===== config.mk =====
export PLATFORM = sky130hd
export DESIGN_NAME = fvn_fmul
export DESIGN_NICKNAME = d
export VERILOG_FILES = /design/src/hdl/fast_vector_normalize_macros.svh /design/src/hdl/fvn_pkg.sv /design/src/hdl/fvn_fmul.sv
export SDC_FILE = /design/constraint.sdc
export NUM_CORES = 2
export LEC_CHECK = 0
export ABC_AREA = 1
export BUFFER_PORTS_ARGS = -buffer_cell sky130_fd_sc_hd__buf_4
export CAP_MARGIN = 20
export CORE_MARGIN = 2
export CORE_UTILIZATION = 54
export CTS_CLUSTER_DIAMETER = 50
export DETAILED_ROUTE_END_ITERATION = 6
export MAX_ROUTING_LAYER = met4
export PLACE_DENSITY = 0.71
export SLEW_MARGIN = 20
export SYNTH_ARGS = -nofsm -noshare
export SYNTH_HDL_FRONTEND = slang
export SYNTH_SLANG_ARGS = --single-unit

===== constraint.sdc =====
create_clock -name clk -period 13.26 [get_ports clk]
set_clock_uncertainty 0.15 [all_clocks]
set_input_delay 2.652 -clock clk [delete_from_list [all_inputs] [get_ports clk]]
set_output_delay 2.652 -clock clk [all_outputs]
set_load 0.02 [all_outputs]

===== src/hdl/fast_vector_normalize_macros.svh =====
// assertion macros for the fast vector normalize block
// used by the top level; needs nothing else
`ifndef FAST_VECTOR_NORMALIZE_MACROS_SVH
`define FAST_VECTOR_NORMALIZE_MACROS_SVH
`ifndef SYNTHESIS
`define FVN_ASSERT_IMP(lbl, clk, rst_n, cond, prop) \
    lbl: assert property (@(posedge clk) disable iff (!rst_n) (cond) |-> (prop)) \
        else $error("assertion failed");
`define FVN_ASSERT_NXT(lbl, clk, rst_n, cond, prop) \
    lbl: assert property (@(posedge clk) disable iff (!rst_n) (cond) |=> (prop)) \
        else $error("assertion failed");
`else
`define FVN_ASSERT_IMP(lbl, clk, rst_n, cond, prop)
`define FVN_ASSERT_NXT(lbl, clk, rst_n, cond, prop)
`endif
`endif


===== src/hdl/fvn_pkg.sv =====
// types, constants and binary32 helper functions for the vector normalize block
// no dependencies
package fvn_pkg;

    localparam logic [31:0] MAGIC_WORD   = 32'h5f3759df;
    localparam logic [31:0] ONE_HALF     = 32'h3F000000;
    localparam logic [31:0] THREE_HALVES = 32'h3FC00000;
    localparam logic [31:0] CANON_NAN    = 32'h7FC00000;

    typedef struct packed {
        logic [31:0] x_bits;
        logic [31:0] y_bits;
    } vec_t;

    typedef struct packed {
        logic [31:0] norm_x_bits;
        logic [31:0] norm_y_bits;
        logic [31:0] inv_len_bits;
    } res_t;

    // adder state between alignment and normalization
    typedef struct packed {
        logic               special;
        logic [31:0]        special_val;
        logic               sign;
        logic signed [10:0] exp;
        logic [27:0]        sum;
    } add_mid_t;

    // flush subnormals, canonicalize nan
    function automatic logic [31:0] fp_tidy(input logic [31:0] b);
        if (b[30:23] == 8'h00)
            return {b[31], 31'b0};
        if (b[30:23] == 8'hFF && b[22:0] != 23'b0)
            return CANON_NAN;
        return b;
    endfunction

    // round to nearest even, flush subnormal results
    function automatic logic [31:0] fp_round(input logic s, input logic signed [10:0] e,
                                             input logic [23:0] m, input logic g,
                                             input logic st);
        logic [24:0]        m25;
        logic signed [10:0] er;
        // just below the smallest normal: coarser subnormal rounding reaches it
        if (e == 11'sd0 && m == 24'hFFFFFF)
            return {s, 8'h01, 23'b0};
        m25 = {1'b0, m} + 25'(g & (st | m[0]));
        er  = e;
        if (m25[24])
        begin
            er  = e + 11'sd1;
            m25 = m25 >> 1;
        end
        if (er <= 11'sd0)
            return {s, 31'b0};
        if (er >= 11'sd255)
            return {s, 8'hFF, 23'b0};
        return {s, er[7:0], m25[22:0]};
    endfunction

    function automatic logic [31:0] fp_mul(input logic [31:0] a, input logic [31:0] b);
        logic [31:0]        ta;
        logic [31:0]        tb;
        logic               s;
        logic               a_inf;
        logic               b_inf;
        logic               a_zero;
        logic               b_zero;
        logic [47:0]        p;
        logic signed [10:0] e;
        logic [23:0]        m;
        logic               g;
        logic               st;
        ta     = fp_tidy(a);
        tb     = fp_tidy(b);
        s      = ta[31] ^ tb[31];
        a_inf  = ta[30:23] == 8'hFF && ta[22:0] == 23'b0;
        b_inf  = tb[30:23] == 8'hFF && tb[22:0] == 23'b0;
        a_zero = ta[30:23] == 8'h00;
        b_zero = tb[30:23] == 8'h00;
        if (ta == CANON_NAN || tb == CANON_NAN || (a_inf && b_zero) || (b_inf && a_zero))
            return CANON_NAN;
        if (a_inf || b_inf)
            return {s, 8'hFF, 23'b0};
        if (a_zero || b_zero)
            return {s, 31'b0};
        p = {1'b1, ta[22:0]} * {1'b1, tb[22:0]};
        e = 11'(ta[30:23]) + 11'(tb[30:23]) - 11'sd127;
        if (p[47])
        begin
            m  = p[47:24];
            g  = p[23];
            st = |p[22:0];
            e  = e + 11'sd1;
        end
        else
        begin
            m  = p[46:23];
            g  = p[22];
            st = |p[21:0];
        end
        return fp_round(s, e, m, g, st);
    endfunction

    // first adder half: specials, swap, align and add
    function automatic add_mid_t fp_add_align(input logic [31:0] a, input logic [31:0] b,
                                              input logic sub);
        add_mid_t    r;
        logic [31:0] ta;
        logic [31:0] tb;
        logic [31:0] big;
        logic [31:0] lit;
        logic        a_inf;
        logic        b_inf;
        logic [7:0]  d;
        logic [27:0] ma;
        logic [27:0] mb;
        logic [27:0] sh;
        logic        stk;
        ta            = fp_tidy(a);
        tb            = fp_tidy(b);
        r.special     = 1'b1;
        r.special_val = CANON_NAN;
        r.sign        = 1'b0;
        r.exp         = 11'sd0;
        r.sum         = 28'b0;
        if (ta == CANON_NAN || tb == CANON_NAN)
            return r;
        if (sub)
            tb[31] = ~tb[31];
        a_inf = ta[30:23] == 8'hFF;
        b_inf = tb[30:23] == 8'hFF;
        if (a_inf && b_inf && ta[31] != tb[31])
            return r;
        if (a_inf)
        begin
            r.special_val = ta;
            return r;
        end
        if (b_inf)
        begin
            r.special_val = tb;
            return r;
        end
        if (ta[30:23] == 8'h00 && tb[30:23] == 8'h00)
        begin
            r.special_val = {ta[31] & tb[31], 31'b0};
            return r;
        end
        if (ta[30:23] == 8'h00)
        begin
            r.special_val = tb;
            return r;
        end
        if (tb[30:23] == 8'h00)
        begin
            r.special_val = ta;
            return r;
        end
        if (ta[30:0] < tb[30:0])
        begin
            big = tb;
            lit = ta;
        end
        else
        begin
            big = ta;
            lit = tb;
        end
        d  = big[30:23] - lit[30:23];
        ma = {1'b0, 1'b1, big[22:0], 3'b0};
        mb = {1'b0, 1'b1, lit[22:0], 3'b0};
        if (d >= 8'd28)
        begin
            sh  = 28'b0;
            stk = 1'b1;
        end
        else
        begin
            sh  = mb >> d[4:0];
            stk = |(mb & ((28'd1 << d[4:0]) - 28'd1));
        end
        sh[0]     = sh[0] | stk;
        r.special = 1'b0;
        r.sign    = big[31];
        r.exp     = 11'(big[30:23]);
        r.sum     = (big[31] == lit[31]) ? ma + sh : ma - sh;
        return r;
    endfunction

    // second adder half: leading zero count, normalize, round
    function automatic logic [31:0] fp_add_norm(input add_mid_t mid);
        logic [4:0]         lz;
        logic               found;
        logic [27:0]        norm;
        logic signed [10:0] e;
        if (mid.special)
            return mid.special_val;
        if (mid.sum == 28'b0)
            return 32'h0;
        lz    = 5'd0;
        found = 1'b0;
        for (int i = 27; i >= 0; i--)
        begin
            if (!found && mid.sum[i])
            begin
                lz    = 5'(27 - i);
                found = 1'b1;
            end
        end
        norm = mid.sum << lz;
        e    = mid.exp + 11'sd1 - 11'(lz);
        return fp_round(mid.sign, e, norm[27:4], norm[3], |norm[2:0]);
    endfunction

endpackage


===== src/hdl/fvn_fmul.sv =====
// one-stage binary32 multiplier with registered result
// depends on fvn_pkg
module fvn_fmul (
    input  logic        clk,
    input  logic        en,
    input  logic [31:0] a,
    input  logic [31:0] b,
    output logic [31:0] r
);
    import fvn_pkg::*;

    logic [31:0] r_reg;

    // product register, held on stall
    always_ff @(posedge clk)
    begin
        if (en)
            r_reg <= fp_mul(a, b);
    end

    assign r = r_reg;
endmodule


### After elaboration in Yosys (flattened, before gate mapping)

Cells that the tools add are included.

| storage, ports and cells | value |
|---|---|
| bits in registers | 32 |
| output and inout bits | 32 |
| word-level logic and storage cells | 128 |

| operators by class | value |
|---|---|
| add/sub/neg operators | 5 |
| multipliers | 1 |
| $lt $le $gt $ge | 2 |
| equal/unequal tests | 7 |
| mux-type cells | 86 |
| bitwise gates (word level) | 3 |
| reductions and logical operators | 23 |

Operators by type and width:

| cell | number |
|---|---|
| $mux 32 | 22 |
| $mux 11 | 11 |
| $mux 24 | 5 |
| $eq 32x31->1 const B | 2 |
| $mul 24x24->48 | 1 |
| $mux 1 | 47 |
| $logic_not 23->1 | 2 |
| $reduce_bool 23->1 | 2 |
| $eq 8x8->1 const B | 4 |
| $logic_not 8->1 | 4 |
| $add 24x1->25 | 1 |
| $eq 24x24->1 const B | 1 |
| $mux 23 | 1 |
| $reduce_or 23->1 | 1 |
| $reduce_or 22->1 | 1 |
| $add 10x2->11 const B | 1 |
| $add 11x2->11 const B | 1 |
| $ge 11x9->1 const B | 1 |
| $le 11x1->1 const B | 1 |
| $logic_not 11->1 | 1 |
| $sub 9x7->10 const B | 1 |
| $add 8x8->9 | 1 |
| $logic_and 1x1->1 | 7 |
| $logic_or 1x1->1 | 5 |
| 3 further kinds | 3 |

### Depth between registers and ports, before layout

| depth | value |
|---|---|
| depth after elaboration | 55 |
| mapped depth | 60 |
| gate-level depth less buffers | 55 |

### Worst setup path before layout

OpenSTA, ideal clock, no wires.

| timing path | value |
|---|---|
| path kind | input to register |
| start point | input b[23] |
| end point | register r_reg[0], in the netlist r[0], data pin |
| library setup time | 0.262 ns |
| arrival time | 11.612 ns |
| setup slack | 1.236 ns |
| stages | 51 |
| cell sequence | or4_1 > nor2_1 > inv_1 > clkbuf_1 > buf_1 > nand3_1 > clkbuf_1 > nor2_1 > fa_1 > inv_1 > fa_1 > inv_1 > fa_1 > inv_1 > fa_1 > inv_1 > fa_1 > fa_1 > (+15 left out) > o21ai_1 > nand2_1 > inv_2 > ha_1 > nand2_1 > nor2_2 > nand2_2 > nor2_8 > nand2_4 > o21ai_1 > nand2_1 > nor2_2 > nand3_2 > nand2_1 > inv_2 > nand3_4 > buf_12 > nor2_4 |

| between the ends | value |
|---|---|
| longest elaborated chain between the ends | 38 |

Ends and longest elaborated chain:

| what | line | RTL |
|---|---|---|
| from (decl) | fvn_fmul.sv:7 | `input logic [31:0] b,` |
| $eq 8x8->1 | fvn_pkg.sv:34 | `if (b[30:23] == 8'hFF && b[22:0] != 23'b0)` |
| $logic_and 1x1->1 | fvn_pkg.sv:34 |  |
| $mux 1 (2 in series) | fvn_pkg.sv:34 |  |
| $mux 1 | fvn_fmul.sv:17 | `if (en)` |
| $mux 32 | fvn_pkg.sv:36 | `return b;` |
| $mux 32 * | fvn_pkg.sv:34 |  |
| $mux 32 * | fvn_fmul.sv:17 |  |
| $mul 24x24->48 | fvn_pkg.sv:88 | `p = {1'b1, ta[22:0]} * {1'b1, tb[22:0]};` |
| (+21 left out) | - |  |
| $mux 1 | fvn_pkg.sv:84 | `if (a_inf \|\| b_inf)` |
| $mux 1 | fvn_fmul.sv:17 |  |
| $mux 32 | fvn_pkg.sv:59 | `return {s, er[7:0], m25[22:0]};` |
| $mux 32 | fvn_pkg.sv:57 | `if (er >= 11'sd255)` |
| $mux 32 | fvn_pkg.sv:48 | `m25 = {1'b0, m} + 25'(g & (st \| m[0]));` |
| $mux 32 | fvn_pkg.sv:88 |  |
| $mux 32 | fvn_pkg.sv:86 | `if (a_zero \|\| b_zero)` |
| $mux 32 * | fvn_pkg.sv:84 |  |
| to (signal assigned) | fvn_fmul.sv:18 | `r_reg <= fp_mul(a, b);` |
| to (decl) | fvn_fmul.sv:12 | `logic [31:0] r_reg;` |

Every way passes the cells marked *; elsewhere a longest branch is shown, timed or not. The select of a mux whose other input is x is not followed.
A chain may end at the register's enable or synchronous reset.

### Final worst setup path

| timing path | value |
|---|---|
| start point | input b[13] |
| end point | register r_reg[19], in the netlist r[19], data pin |

| between the ends | value |
|---|---|
| longest elaborated chain between the ends | 38 |

Ends and longest elaborated chain:

| what | line |
|---|---|
| $reduce_bool 23->1 | fvn_pkg.sv:34 |
| $logic_and 1x1->1 | fvn_pkg.sv:34 |
| $mux 1 (2 in series) | fvn_pkg.sv:34 |
| $mux 1 | fvn_fmul.sv:17 |
| $mux 32 * | fvn_pkg.sv:36 |
| $mux 32 * | fvn_pkg.sv:34 |
| $mux 32 * | fvn_fmul.sv:17 |
| $mul 24x24->48 | fvn_pkg.sv:88 |
| (+21 left out) | - |
| $mux 1 | fvn_pkg.sv:84 |
| $mux 1 | fvn_fmul.sv:17 |
| $mux 32 | fvn_pkg.sv:59 |
| $mux 32 | fvn_pkg.sv:57 |
| $mux 32 | fvn_pkg.sv:48 |
| $mux 32 | fvn_pkg.sv:88 |
| $mux 32 | fvn_pkg.sv:86 |
| $mux 32 * | fvn_pkg.sv:84 |

Marked as above.

==> impl_metrics.json <==
{
  "drive_gt1_share_pct": 10.7,
  "worstSetupEndpointType": "flip-flop",
  "fp.dieW_um": 217,
  "synth_compound_area_share_pct": 1.75,
  "drc": 0,
  "min_to": "r[28]$_SDFFCE_PP1P_",
  "path_max_fanout": 23,
  "muxShareOfSynthArea_pct": 0,
  "dr.pass1.iters": 7,
  "cts_resized": 0,
  "cts_tree": "done",
  "worstSetupStartpointType": "input pin",
  "fmax_mhz": 80.2,
  "synthToLayoutAreaGrowth_pct": 11.1,
  "synth_nets": 4208,
  "ant_nets": 0,
  "path_clk_slew_ns": 0.06,
  "max_stage_delay_ns": 0.54,
  "hold_class": "input pin to flip-flop",
  "die_area_sq_mm": 0.0472,
  "cts_num_sinks": 32,
  "synthAdderAreaFrac_pct": 49.1,
  "synth_cell_types": 44,
  "stdcell_count": 4255,
  "ys_top_cells_by_area": "fa_1 (39%), nand2_1 (14%), inv_1 (13%), ha_1 (9.8%), nor2_1 (6.3%)",
  "status": "complete, no violations",
  "fillers": 4231,
  "syn_inst": 3467,
  "io_pins": 98,
  "yosys.area.top_type_share_pct": 39.4,
  "finalCriticalPeriod_ns": 12.48,
  "synth-seq-cells": 32,
  "track_usage_pct": 35.4,
  "finalSetupTns_ns": 0,
  "postPlaceCellArea_sq_mm": 0.0271,
  "clockBufferDepth": 2,
  "vias_per_cell": 5.29,
  "min_from": "en",
  "cts-root-buf": "clkbuf_16",
  "final_area_sq_mm": 0.0273,
  "avgSynthCellArea_sq_um": 7.09,
  "slew_viol_final": 0,
  "synth_xor_area_share_pct": 1.57,
  "worst-setup-path-type": "input pin to flip-flop",
  "slew_headroom_pct": 43.8,
  "num_vias": 22497,
  "grt_pass1_wl_mm": 125,
  "wl_per_cell_um": 18.3,
  "synth_top_family_by_area": "adder cells",
  "io_buffers": 97,
  "synth_top_area_cell": "fa_1",
  "ys_seq_area_share_pct": 3.91,
  "htreeDepth": 2,
  "synthSimpleGateAreaFrac_pct": 28.6,
  "drt_iter0_markers": 2141,
  "hold_ws_ns": 2.67,
  "synth_ff_type": "edfxtp_1",
  "core_area_sq_mm": 0.0452,
  "globalplace.congestion": 1.07,
  "rsz0062_at_grt": "no",
  "totalWireLength_mm": 77.9,
  "setup_viol": 0,
  "antenna_found_initial": 1,
  "cts_buffers": 5,
  "async_reset_ff_share_pct": 0,
  "cts_setup_buffers": 0,
  "yosysMostFrequentCell": "nand2_1",
  "place_inst": 4246,
  "hold_buffers": 0,
  "dp.final_hpwl_mm": 68.4,
  "worstPathRequired_ns": 13.14,
  "arrival_ns": 12.36,
  "netlist_area_sq_mm": 0.0246,
  "cp_slowest_cell": "fa_1",
  "tightest_slew_ns": 0.842,
  "fin_crit_sh_pct": 94.1,
  "holdPathStages": 1,
  "start_util_pct": 54.4,
  "hold_viol": 0,
  "fp.dieH_um": 217,
  "synth_common_cells": "nand2_1 (930), inv_1 (838), fa_1 (483), nor2_1 (410), ha_1 (192)",
  "num_rows": 78,
  "synth-warning-count": 0,
  "largest_reg_flops": 32,
  "synth-edff-count": 32,
  "final_nets": 4394,
  "grt_max_degree": 33,
  "overflow": 0,
  "grt_pass1_vias": 22779,
  "cap_violations": 0
}
## kinds of logic after synthesis
family | after synthesis
AO/OA/AOI/OAI | 80
buffers and inverters | 966
flip-flops | 32
AND/OR/NAND/NOR | 1670
XOR/XNOR | 44
adder cells (fa/ha/maj) | 675
## critical path, delay by kind of cell
family,cells,cell delay [ns]
buffers and inverters,19,2.23
AND/OR/NAND/NOR,23,2.52
adder cells (fa/ha/maj),9,4.14
XOR/XNOR,1,0.38
AO/OA/AOI/OAI,2,0.42
## worst max-delay path by stage
stage                     startpoint                   to  slack [ns]  cells past startpoint
after detailed placement       b[13]   r[1]$_SDFFCE_PP0P_        0.66                     55
after global routing           b[17]  r[24]$_SDFFCE_PP1P_       0.005                     54
after CTS                      b[13]  r[19]$_SDFFCE_PP0P_        0.89                     55
final                          b[13]  r[19]$_SDFFCE_PP0P_        0.78                     54
after floorplan                b[23]   r[0]$_SDFFCE_PP0P_        1.24                     51
after global placement          b[5]   r[1]$_SDFFCE_PP0P_        0.71                     52
## area by class of cell
cell class / instances / area (sq um) / area share [%]
timing repair buffer: 297 / 2330 / 8.54
sequential: 32 / 961 / 3.52
clock buffer: 5 / 125 / 0.459
multi-input combinational: 2469 / 19900 / 73.0
antenna: 1 / 2.50 / 0.00917
inverter: 848 / 3180 / 11.7
tap: 600 / 751 / 2.75
clock inverter: 3 / 23.8 / 0.0871
## per-layer routing
layer	share of wire, %	vias to the layer above	global-route usage, %
met4	3.3	0	9.06
met3	9.2	152	4.71
li1	-	10477	-
met1	41	10836	47.6
met5	0	-	-
met2	46	1032	56.8
## through the flow
step	util, %	setup slack (ns)
after CTS	60.4	0.888
final	60.4	0.785
after floorplan	-	1.24
after global placement	60.1	0.709
after global routing	60.4	0.00520
after detailed placement	60.1	0.660
## placed cells by master, fill, tap and decap left out, drive strengths merged, types with 2 or more instances in the layout
cell      count
ha          192
nor3         20
nor2        450
edfxtp       32
clkbuf        5
xor2         30
xnor2        14
nand3       159
fa          483
nand4        49
inv         842
o211ai        2
a21oi        43
clkinv        7
nand2       959
nand3b        2
o21bai        4
o21ai        29
nor4         18
clkinvlp      2
and2          3
buf         297
or2           6
Power is not shown: default switching activity piles up to over one toggle a cycle in this logic, so the estimate is an artifact.
